[src/sv/hcd_pkg.sv]
// hcd_pkg: shared constants, codes and controller/datapath interface types
// for the hall call dispatcher. No dependencies.
package hcd_pkg;

  localparam int FLOORS   = 32;
  localparam int CARS     = 4;
  localparam int CAR_W    = $clog2(CARS);
  localparam int FLOOR_W  = 5;
  localparam int POS_W    = 6;
  localparam int CODE_W   = 2;
  localparam int ROW_W    = CODE_W * FLOORS;
  localparam int CHUNK    = 8;
  localparam int CHUNK_IW = $clog2(CHUNK);
  localparam int CHUNKS   = FLOORS / CHUNK;
  localparam int CHUNK_W  = $clog2(CHUNKS);
  localparam int SCORE_W  = 8;

  localparam logic [CAR_W-1:0]   LAST_CAR   = CAR_W'(CARS - 1);
  localparam logic [CHUNK_W-1:0] LAST_CHUNK = CHUNK_W'(CHUNKS - 1);

  typedef enum logic [1:0] {
    FUNC_STATUS = 2'd0,
    FUNC_HALL   = 2'd1,
    FUNC_DEST   = 2'd2
  } func_t;

  localparam logic [CODE_W-1:0] CODE_HALL_UP   = 2'd1;
  localparam logic [CODE_W-1:0] CODE_HALL_DOWN = 2'd2;

  localparam logic signed [1:0] MOT_IDLE = 2'sb00;
  localparam logic signed [1:0] MOT_UP   = 2'sb01;
  localparam logic signed [1:0] MOT_DOWN = 2'sb11;

  localparam logic signed [SCORE_W-1:0] SCORE_IDLE   = SCORE_W'(FLOORS + 5);
  localparam logic signed [SCORE_W-1:0] SCORE_MATCH  = SCORE_W'(FLOORS + 4);
  localparam logic signed [SCORE_W-1:0] SCORE_OPPOSE = SCORE_W'(FLOORS);
  localparam logic signed [SCORE_W-1:0] SCORE_FLOOR  = SCORE_W'(1);

  typedef enum logic [3:0] {
    S_IDLE,
    S_DISPATCH,
    S_SCORE,
    S_PICK,
    S_FB_READ,
    S_FB_SCAN,
    S_FB_END,
    S_ROW_READ,
    S_ROW_WRITE,
    S_DONE
  } state_t;

  typedef enum logic [1:0] {
    ROW_ITEM,
    ROW_BEST,
    ROW_COUNT
  } row_sel_t;

  typedef struct packed {
    logic                load_item;
    logic                status_write;
    logic                score_step;
    logic                set_fallback;
    logic                row_read;
    row_sel_t            row_sel;
    logic                row_write;
    logic                scan_start;
    logic                scan_step;
    logic                scan_last;
    logic                result_load;
    logic [CAR_W-1:0]    car_idx;
    logic [CHUNK_W-1:0]  chunk_idx;
  } dp_cmd_t;

  typedef struct packed {
    func_t func;
    logic  car_ok;
    logic  floor_ok;
    logic  best_found;
    logic  out_free;
  } dp_status_t;

endpackage

[src/sv/hcd_datapath.sv]
// hcd_datapath: request registers, car state, per-car destination rows,
// scoring, fallback chunk scan and the result register. Uses hcd_pkg.
module hcd_datapath (
  input  logic                                 clk,
  input  logic                                 rst,
  input  hcd_pkg::dp_cmd_t                     cmd,
  output hcd_pkg::dp_status_t                  status,
  input  logic [1:0]                           func,
  input  logic [hcd_pkg::CAR_W-1:0]            car,
  input  logic [hcd_pkg::FLOOR_W-1:0]          floor_index,
  input  logic                                 up_dir,
  input  logic [hcd_pkg::POS_W-1:0]            car_floor,
  input  logic signed [1:0]                    car_direction,
  input  logic                                 brakes_on,
  input  logic [hcd_pkg::CODE_W-1:0]           request_code,
  input  logic                                 out_stall,
  output logic                                 out_valid,
  output logic                                 assigned,
  output logic [hcd_pkg::CAR_W-1:0]            assigned_car,
  output logic                                 by_fallback
);
  import hcd_pkg::*;

  // latched request
  func_t                it_func;
  logic [CAR_W-1:0]     it_car;
  logic [FLOOR_W-1:0]   it_floor;
  logic                 it_up;
  logic [POS_W-1:0]     it_pos;
  logic signed [1:0]    it_mot;
  logic                 it_brake;
  logic [CODE_W-1:0]    it_code;

  // per-car state
  logic [POS_W-1:0]     car_position [CARS];
  logic signed [1:0]    car_motion   [CARS];
  logic                 car_braked   [CARS];

  // destination rows, one per car
  logic [ROW_W-1:0]     rows      [CARS];
  logic                 row_valid [CARS];
  logic [ROW_W-1:0]     rd_data;
  logic                 rd_ok;
  logic [ROW_W-1:0]     row_data;
  logic [CAR_W-1:0]     rd_addr;
  logic [CAR_W-1:0]     wr_addr;
  logic [CODE_W-1:0]    wr_code;
  logic [ROW_W-1:0]     wr_data;

  // selection
  logic                 best_found;
  logic [CAR_W-1:0]     best_car;
  logic signed [SCORE_W-1:0] best_score;
  logic [POS_W-1:0]     best_dist;
  logic                 fallback;
  logic                 car_found;
  logic [POS_W-1:0]     car_dist;

  logic [POS_W-1:0]     sel_pos;
  logic signed [1:0]    sel_mot;
  logic                 sel_brk;
  logic [POS_W-1:0]     floor_num;
  logic [POS_W-1:0]     floor_gap;
  logic signed [SCORE_W-1:0] dist_s;
  logic signed [SCORE_W-1:0] score;
  logic                 toward_up;
  logic                 toward_down;
  logic                 score_hit;

  logic                 scan_up;
  logic                 scan_down;
  logic [CHUNK_W-1:0]   phys_chunk;
  logic                 hit;
  logic [FLOOR_W-1:0]   hit_floor;
  logic [POS_W-1:0]     scan_dist;
  logic                 cand_found;
  logic [POS_W-1:0]     cand_dist;

  logic                 car_ok;
  logic                 floor_ok;

  assign car_ok   = int'(it_car) < CARS;
  assign floor_ok = int'(it_floor) < FLOORS;

  always_ff @(posedge clk) begin
    if (cmd.load_item) begin
      it_func  <= func_t'(func);
      it_car   <= car;
      it_floor <= floor_index;
      it_up    <= up_dir;
      it_pos   <= car_floor;
      it_mot   <= car_direction;
      it_brake <= brakes_on;
      it_code  <= request_code;
    end
  end

  always_ff @(posedge clk) begin
    if (rst) begin
      for (int i = 0; i < CARS; i++) begin
        car_position[i] <= POS_W'(1);
        car_motion[i]   <= MOT_IDLE;
        car_braked[i]   <= 1'b0;
      end
    end else if (cmd.status_write && car_ok) begin
      car_position[it_car] <= it_pos;
      car_motion[it_car]   <= it_mot;
      car_braked[it_car]   <= it_brake;
    end
  end

  assign sel_pos = car_position[cmd.car_idx];
  assign sel_mot = car_motion[cmd.car_idx];
  assign sel_brk = car_braked[cmd.car_idx];

  // scoring of the car under the counter
  always_comb begin
    floor_num   = POS_W'(it_floor) + POS_W'(1);
    floor_gap   = (sel_pos > floor_num) ? sel_pos - floor_num : floor_num - sel_pos;
    dist_s      = $signed({{(SCORE_W - POS_W){1'b0}}, floor_gap});
    toward_down = (sel_pos >= floor_num) && (sel_mot == MOT_DOWN);
    toward_up   = (sel_pos < floor_num) && (sel_mot == MOT_UP);
    if (sel_mot == MOT_IDLE) begin
      score = SCORE_IDLE - dist_s;
    end else if ((toward_down && !it_up) || (toward_up && it_up)) begin
      score = SCORE_MATCH - dist_s;
    end else if (toward_down || toward_up) begin
      score = SCORE_OPPOSE - dist_s;
    end else begin
      score = SCORE_FLOOR;
    end
    score_hit = !sel_brk && (score > best_score);
  end

  // destination row store
  always_comb begin
    case (cmd.row_sel)
      ROW_ITEM: rd_addr = it_car;
      ROW_BEST: rd_addr = best_car;
      default:  rd_addr = cmd.car_idx;
    endcase
  end

  always_ff @(posedge clk) begin
    if (cmd.row_read) begin
      rd_data <= rows[rd_addr];
      rd_ok   <= row_valid[rd_addr];
    end
    if (cmd.row_write) begin
      rows[wr_addr] <= wr_data;
    end
  end

  always_ff @(posedge clk) begin
    if (rst) begin
      for (int i = 0; i < CARS; i++) begin
        row_valid[i] <= 1'b0;
      end
    end else if (cmd.row_write) begin
      row_valid[wr_addr] <= 1'b1;
    end
  end

  // a row never written reads as all zero
  assign row_data = rd_ok ? rd_data : '0;

  always_comb begin
    if (it_func == FUNC_DEST) begin
      wr_addr = it_car;
      wr_code = it_code;
    end else begin
      wr_addr = best_car;
      wr_code = it_up ? CODE_HALL_UP : CODE_HALL_DOWN;
    end
    wr_data = row_data;
    wr_data[{it_floor, 1'b0} +: CODE_W] = wr_code;
  end

  // fallback: up cars scan chunks high to low for the highest floor,
  // down cars scan low to high for the lowest floor
  always_comb begin
    logic [FLOOR_W-1:0]  j;
    logic [CHUNK_IW-1:0] bi;
    logic                elig;
    scan_up    = (sel_mot == MOT_UP);
    scan_down  = (sel_mot == MOT_DOWN);
    phys_chunk = scan_up ? LAST_CHUNK - cmd.chunk_idx : cmd.chunk_idx;
    hit        = 1'b0;
    hit_floor  = '0;
    for (int b = 0; b < CHUNK; b++) begin
      bi = scan_up ? CHUNK_IW'(b) : CHUNK_IW'(CHUNK - 1 - b);
      j  = {phys_chunk, bi};
      elig = (scan_up && ({1'b0, j} > sel_pos)) ||
             (scan_down && ((POS_W'(j) + POS_W'(1)) < sel_pos));
      if (elig && (|row_data[{j, 1'b0} +: CODE_W])) begin
        hit       = 1'b1;
        hit_floor = j;
      end
    end
    scan_dist  = scan_up ? POS_W'(hit_floor) - sel_pos : sel_pos - POS_W'(hit_floor);
    cand_found = car_found || hit;
    cand_dist  = car_found ? car_dist : scan_dist;
  end

  always_ff @(posedge clk) begin
    if (rst) begin
      best_found <= 1'b0;
      fallback   <= 1'b0;
      car_found  <= 1'b0;
    end else begin
      if (cmd.load_item) begin
        best_found <= 1'b0;
        best_score <= SCORE_FLOOR;
        best_dist  <= POS_W'(FLOORS);
        fallback   <= 1'b0;
      end
      if (cmd.score_step && score_hit) begin
        best_found <= 1'b1;
        best_car   <= cmd.car_idx;
        best_score <= score;
      end
      if (cmd.set_fallback) begin
        fallback <= 1'b1;
      end
      if (cmd.scan_start) begin
        car_found <= 1'b0;
      end else if (cmd.scan_step && !car_found && hit) begin
        car_found <= 1'b1;
        car_dist  <= scan_dist;
      end
      if (cmd.scan_last && cand_found && !sel_brk && (cand_dist < best_dist)) begin
        best_found <= 1'b1;
        best_car   <= cmd.car_idx;
        best_dist  <= cand_dist;
      end
    end
  end

  // result register
  always_ff @(posedge clk) begin
    if (rst) begin
      out_valid <= 1'b0;
    end else if (cmd.result_load) begin
      out_valid <= 1'b1;
    end else if (!out_stall) begin
      out_valid <= 1'b0;
    end
  end

  always_ff @(posedge clk) begin
    if (cmd.result_load) begin
      assigned     <= best_found;
      assigned_car <= best_found ? best_car : '0;
      by_fallback  <= best_found && fallback;
    end
  end

  assign status.func       = it_func;
  assign status.car_ok     = car_ok;
  assign status.floor_ok   = floor_ok;
  assign status.best_found = best_found;
  assign status.out_free   = !out_valid || !out_stall;

endmodule

[src/sv/hcd_controller.sv]
// hcd_controller: sequencing state machine with the car and chunk counters.
// Uses hcd_pkg; drives hcd_datapath through dp_cmd_t.
module hcd_controller (
  input  logic                clk,
  input  logic                rst,
  input  logic                in_valid,
  output logic                in_stall,
  input  hcd_pkg::dp_status_t status,
  output hcd_pkg::dp_cmd_t    cmd
);
  import hcd_pkg::*;

  state_t             state;
  state_t             state_next;
  logic [CAR_W-1:0]   cnt;
  logic [CAR_W-1:0]   cnt_next;
  logic [CHUNK_W-1:0] chunk;
  logic [CHUNK_W-1:0] chunk_next;

  always_ff @(posedge clk) begin
    if (rst) begin
      state <= S_IDLE;
      cnt   <= '0;
      chunk <= '0;
    end else begin
      state <= state_next;
      cnt   <= cnt_next;
      chunk <= chunk_next;
    end
  end

  always_comb begin
    state_next = state;
    case (state)
      S_IDLE: begin
        if (in_valid) state_next = S_DISPATCH;
      end
      S_DISPATCH: begin
        case (status.func)
          FUNC_STATUS: state_next = S_DONE;
          FUNC_DEST:   state_next = (status.car_ok && status.floor_ok) ? S_ROW_READ : S_DONE;
          FUNC_HALL:   state_next = status.floor_ok ? S_SCORE : S_DONE;
          default:     state_next = S_DONE;
        endcase
      end
      S_SCORE: begin
        if (cnt == LAST_CAR) state_next = S_PICK;
      end
      S_PICK: begin
        state_next = status.best_found ? S_ROW_READ : S_FB_READ;
      end
      S_FB_READ: begin
        state_next = S_FB_SCAN;
      end
      S_FB_SCAN: begin
        if (chunk == LAST_CHUNK) state_next = (cnt == LAST_CAR) ? S_FB_END : S_FB_READ;
      end
      S_FB_END: begin
        state_next = status.best_found ? S_ROW_READ : S_DONE;
      end
      S_ROW_READ: begin
        state_next = S_ROW_WRITE;
      end
      S_ROW_WRITE: begin
        state_next = S_DONE;
      end
      S_DONE: begin
        if (status.out_free) state_next = S_IDLE;
      end
      default: begin
        state_next = S_IDLE;
      end
    endcase
  end

  always_comb begin
    cmd           = '0;
    cmd.row_sel   = ROW_COUNT;
    cmd.car_idx   = cnt;
    cmd.chunk_idx = chunk;
    cnt_next      = cnt;
    chunk_next    = chunk;
    case (state)
      S_IDLE: begin
        cmd.load_item = in_valid;
      end
      S_DISPATCH: begin
        cmd.status_write = (status.func == FUNC_STATUS);
        cnt_next         = '0;
      end
      S_SCORE: begin
        cmd.score_step = 1'b1;
        cnt_next       = cnt + CAR_W'(1);
      end
      S_PICK: begin
        cmd.set_fallback = !status.best_found;
        cnt_next         = '0;
      end
      S_FB_READ: begin
        cmd.row_read   = 1'b1;
        cmd.scan_start = 1'b1;
        chunk_next     = '0;
      end
      S_FB_SCAN: begin
        cmd.scan_step = 1'b1;
        chunk_next    = chunk + CHUNK_W'(1);
        if (chunk == LAST_CHUNK) begin
          cmd.scan_last = 1'b1;
          cnt_next      = cnt + CAR_W'(1);
        end
      end
      S_ROW_READ: begin
        cmd.row_read = 1'b1;
        cmd.row_sel  = (status.func == FUNC_DEST) ? ROW_ITEM : ROW_BEST;
      end
      S_ROW_WRITE: begin
        cmd.row_write = 1'b1;
      end
      S_DONE: begin
        cmd.result_load = status.out_free;
      end
      default: begin
        cmd.row_sel = ROW_COUNT;
      end
    endcase
  end

  assign in_stall = (state != S_IDLE);

`ifndef SYNTHESIS
  a_write_after_read: assert property (@(posedge clk) disable iff (rst)
    state == S_ROW_WRITE |-> $past(state) == S_ROW_READ)
    else $error("row write without a preceding row read");

  a_scan_only_hall: assert property (@(posedge clk) disable iff (rst)
    (state == S_SCORE || state == S_FB_SCAN) |-> status.func == FUNC_HALL)
    else $error("car scan outside a hall call");

  a_hall_write_has_car: assert property (@(posedge clk) disable iff (rst)
    (state == S_ROW_WRITE && status.func == FUNC_HALL) |-> status.best_found)
    else $error("hall call marked without a chosen car");

  a_scan_starts_after_read: assert property (@(posedge clk) disable iff (rst)
    (state == S_FB_SCAN && chunk == '0) |-> $past(state) == S_FB_READ)
    else $error("fallback scan started without a row read");
`endif

endmodule

[src/sv/hall_call_dispatcher_core.sv]
// hall_call_dispatcher_core: top level of the lift group dispatcher.
// Instantiates hcd_controller and hcd_datapath; uses hcd_pkg.
//
//  channel   direction  handshake            payload
//  in        input      in_valid / in_stall  func car floor_index up_dir car_floor
//                                            car_direction brakes_on request_code
//  out       output     out_valid/out_stall  assigned assigned_car by_fallback
//
// status update: accept, dispatch, then the result; destination write adds a row read
// and a row write; hall call won by score: one scoring step per car, then the pick,
// row read and row write; fallback adds per car one row read, then four 8-floor chunk
// checks, and one closing step; a call left unassigned skips the row read and write
// one request is in work at a time; the next is taken once the result is in the
// output register, which holds it while out_stall is high
// reset (rst, synchronous) returns every car to floor one, idle, no brakes,
// and marks all destination rows empty at once
module hall_call_dispatcher_core (
  input  logic                        clk,
  input  logic                        rst,
  input  logic                        in_valid,
  output logic                        in_stall,
  input  logic [1:0]                  func,
  input  logic [hcd_pkg::CAR_W-1:0]   car,
  input  logic [hcd_pkg::FLOOR_W-1:0] floor_index,
  input  logic                        up_dir,
  input  logic [hcd_pkg::POS_W-1:0]   car_floor,
  input  logic signed [1:0]           car_direction,
  input  logic                        brakes_on,
  input  logic [hcd_pkg::CODE_W-1:0]  request_code,
  output logic                        out_valid,
  input  logic                        out_stall,
  output logic                        assigned,
  output logic [hcd_pkg::CAR_W-1:0]   assigned_car,
  output logic                        by_fallback
);
  import hcd_pkg::*;

  dp_cmd_t    cmd;
  dp_status_t status;

  hcd_controller u_ctrl (
    .clk      (clk),
    .rst      (rst),
    .in_valid (in_valid),
    .in_stall (in_stall),
    .status   (status),
    .cmd      (cmd)
  );

  hcd_datapath u_dp (
    .clk           (clk),
    .rst           (rst),
    .cmd           (cmd),
    .status        (status),
    .func          (func),
    .car           (car),
    .floor_index   (floor_index),
    .up_dir        (up_dir),
    .car_floor     (car_floor),
    .car_direction (car_direction),
    .brakes_on     (brakes_on),
    .request_code  (request_code),
    .out_stall     (out_stall),
    .out_valid     (out_valid),
    .assigned      (assigned),
    .assigned_car  (assigned_car),
    .by_fallback   (by_fallback)
  );

endmodule

[config.mk]
export PLATFORM = sky130hd
export DESIGN_NAME = hall_call_dispatcher_core
export DESIGN_NICKNAME = d
export VERILOG_FILES = /design/src/sv/hcd_pkg.sv /design/src/sv/hcd_datapath.sv /design/src/sv/hcd_controller.sv /design/src/sv/hall_call_dispatcher_core.sv
export SDC_FILE = /design/constraint.sdc
export NUM_CORES = 1
export LEC_CHECK = 0
export ABC_AREA = 1
export ABC_CLOCK_PERIOD_IN_PS = 11300
export BUFFER_PORTS_ARGS = -buffer_cell sky130_fd_sc_hd__buf_2
export CAP_MARGIN = 20
export CORE_MARGIN = 3
export CORE_UTILIZATION = 50
export CTS_BUF_LIST = sky130_fd_sc_hd__clkbuf_2
export CTS_CLUSTER_DIAMETER = 60
export DETAILED_ROUTE_END_ITERATION = 8
export PLACE_DENSITY = 0.75
export SLEW_MARGIN = 20
export SYNTH_ARGS = -nofsm -noshare
export SYNTH_HDL_FRONTEND = slang
export SYNTH_SLANG_ARGS = --single-unit
[constraint.sdc]
create_clock -name clk -period 11.3 [get_ports clk]
set_input_delay 1.13 -clock clk [delete_from_list [all_inputs] [get_ports clk]]
set_output_delay 1.13 -clock clk [all_outputs]
set_load 0.02 [all_outputs]
==> run summary <==
The logs give 0 for the max-cap check violation count and 73 for the row count. In the layout the commonest cells are 407 x edfxtp_1, 406 x nand2_1, 291 x nor2_1. The cell with the most instances on the worst path was nand2_1. Sequential elements use 61.1% of the synthesized area.

Main combinational cell family by area after synthesis: simple AND/OR/NAND/NOR gates. The maximum frequency from static timing analysis was 0.109 GHz. In this run, synthesis produced a sequential element count of 421. The root buffer selected by CTS was clkbuf_2.

The overall die height works out to 208 µm. At the end of the flow, the number of nets in the layout was 2213. The flow ran to the end, and the final reports show no timing, DRC or antenna violations.

Once the floorplan was initialized, standard cells occupied 51.0% of the core. The run gives 9820 ps as the worst path arrival time. The number of nets in the synthesized netlist is 2140. For the count of final max-slew check failures, the log shows 0. The routed layout has 15200 vias. The die covers 0.0434 mm². The slew of the pin with the lowest slew margin is 1100 ps, and the remaining routing DRC violations is 0. The clock skew was 92.4 ps. The setup total negative slack was 0 ps.

The most used flip-flop cell after synthesis is edfxtp_1. In this run the remaining antenna-violating nets after routing total 0. Among cell families on the critical path, the largest total delay comes from simple AND/OR/NAND/NOR gates. In the synthesized netlist, mux cells make up 0% of the area. Final critical-path required period: 9210 ps. The critical path is of the register to register type. For the number of global-route vias before repair, the log shows 14900.

The maximum cell stage delay along the critical path works out to 730 ps. The cell at the slowest stage of the critical path was dfxtp_1. CTS saw 421 sinks.

The tools report the number of standard cells after synthesis as 2045. STA classifies the critical path endpoint as a register. The mapped netlist covers 0.0204 mm².

The pin count of the biggest net entering global routing was 113; the xor/xnor share of the synthesized area was 0.814%. The startpoint identified for the worst hold timing path is request_code[1]. The first global-routing pass estimated 77200 µm of wire. The total of endpoints with negative setup slack in the final report was 0. After detailed routing, the number of vias per cell comes to 5.59.

Synthesis instantiated 51 different standard cells from the library. TritonCTS built the clock tree. IR analysis of the VDD net gives a maximum drop of 150 µV. In this run the standard cell core region covers 0.0401 mm². The tools report the clock network latency to the later pin of the worst-skew pair as 1030 ps. The startpoint class of the critical path was a register.

The final hold violation count was 0. The H-tree was split into 3 levels. The area occupied by multi-input gates came out at 0.00687 mm².

During placement, the flow inserted port buffers numbering 30. The routed length per instance is 18.0 µm, and the biggest fanout along the worst timing path is 52. The synthesis-to-finish area growth is 7.57%. The tools report the leakage power figure as 0.00875 µW. Setup repair after global routing left no endpoint under its margin. The die is 208 µm wide.

The worst max-slew margin expressed relative to the limit came out at 26.9%. Summing the areas of all fa, ha and maj instances in the mapped netlist gives 4.43% of the synthesized area. The tightest hold path in the finished design has a slack of 304 ps.

The synthesized netlist devotes 10.7% of its cell area to compound gates. Counting the buffers created by CTS gives 105. After clock tree synthesis, the repair step resized 0 gates. Total of warnings raised by yosys: 0. The tools report the weighted congestion at the end of routability-driven global placement as 0.910. Clock-pin slew on the worst setup and hold paths: 100 ps.

Residual overflow from global routing: 0. The simple-gate share of the synthesized area was 17.4%. Counting flops with an async set or reset pin after synthesis yields a share of 0%. For this run, the total global-route usage over all layers was measured as 22.2%. The share of the clock period used by the worst path is 81.5%. The library cell used most frequently in the layout, excluding fill and tap cells, is edfxtp_1.

The power density normalized to cell area works out to 287 mW/mm². The maximum buffer depth of the clock tree is 3, and the mean instance size in the synthesized netlist is 10.0 µm². Before antenna repair, the detailed router went through 6 iterations. For this block, the routed nets add up to 49100 µm of wire. The number of enable flip-flop cells after synthesis came out at 407.

The filler cells instantiated in the layout total 3407. The I/O pin count was 31; the number of buffer and inverter stages on the critical path was 7. Of the cells placed in the final design, the portion with a size suffix greater than 1 is 11.7%. The run gives 1 as the number of antenna violations at the first check in global routing. For the worst setup path, the data required time is 11920 ps. The half-perimeter wire length after placement was 30900 µm; the hold-fix buffer count after cts was 0. The number of post-CTS setup repair buffers came out at 0. First-iteration detailed-routing DRC count: 1453. The path class of the tightest hold or removal check is primary input to register. Across the whole layout, storage elements account for 0.0125 mm².
## worst paths after layout
kind | end | slack [ps] | depth (start not counted)
worst min-delay path | u_dp.it_code[1] | 300 | 1
worst min register to register | u_dp.fallback | 480 | 2
worst max register to register | u_dp.best_dist[1] | 2090 | 40
worst max-delay path | u_dp.best_dist[1] | 2090 | 40
## worst register-to-register path: cells and delay by family, from the launching register on
kind	cells	cell delay, ps
and+or+nand+nor	19	2440
adders and majority gates	5	2150
buffers and inverters	7	1830
AOI/OAI and AO/OA	9	1690
DFF	1	730
## cell usage after synthesis, drive strengths merged (5+ instances only)
library cell,count,area [µm²]
xor2,16,140
nand2,423,1640
nor3,21,110
o22ai,68,425
o211ai,8,60.1
clkbuf,46,176
inv,186,703
a21oi,67,343
nand4,9,56.3
nand3,105,546
ha,66,826
edfxtp,407,12200
o21ai,233,1180
nor2,298,1150
buf,34,228
clkinv,5,18.8
dfxtp,14,280
## power breakdown
part / internal, µW / total (µW) / leakage [µW] / switching (µW)
registers: 2000 / 2070 / 0.00387 / 71.4
clock network: 407 / 1010 / 0.000719 / 603
logic: 999 / 3230 / 0.00416 / 2230
## flip-flops by register name, summed over array words and instances, names as in the netlist, 4 cells and up, named ones only
name	count
u_dp.best_dist	6
u_dp.row_valid	4
u_dp.rd_data	64
u_dp.rows	256
u_dp.it_floor	5
u_dp.it_pos	6
u_ctrl.state	4
u_dp.best_score	7
u_dp.car_braked	4
u_dp.car_dist	6
u_dp.car_position	24
u_dp.car_motion	8
## routing by layer
metal  wire length [µm]  global-route usage, %  vias up
met3               3780                   4.66       77
met5                  0                      0        -
met1              20800                   29.7     7214
li1                   -                      -     7261
met4               1180                   8.67        0
met2              23300                   35.7      640
## area by class of cell
type | instances | area share, %
diodes | 1 | 0.0114
clock buffers | 152 | 3.46
clock inverters | 31 | 0.848
inverters | 191 | 3.29
multi-input cells | 1353 | 31.2
flip-flops and latches | 421 | 56.8
well taps | 525 | 2.99
repair buffers | 46 | 1.34
## metrics by stage
step	area, µm²	util, %	power (µW)	setup WS, ps	cells
finish	22000	54.9	6310	2090	2720
global route	22000	54.9	6870	1170	2720
CTS	22000	54.8	6290	2340	2718
detailed placement	21000	52.4	5280	2380	2535
global placement	21000	52.4	5180	2660	2535
floorplan	20400	-	4530	5030	2045
## cells by family (layout without fill, tap and decap cells)
| family | after synthesis | in the layout |
|---|---|---|
| compound gates | 399 | 399 |
| buf+inv | 271 | 420 |
| flops | 421 | 421 |
| fa+ha+maj | 70 | 70 |
| xor+xnor | 19 | 19 |
| simple gates | 865 | 865 |
| other cells | 0 | 1 |
No activity file was read; power rests on OpenSTA's default activity.
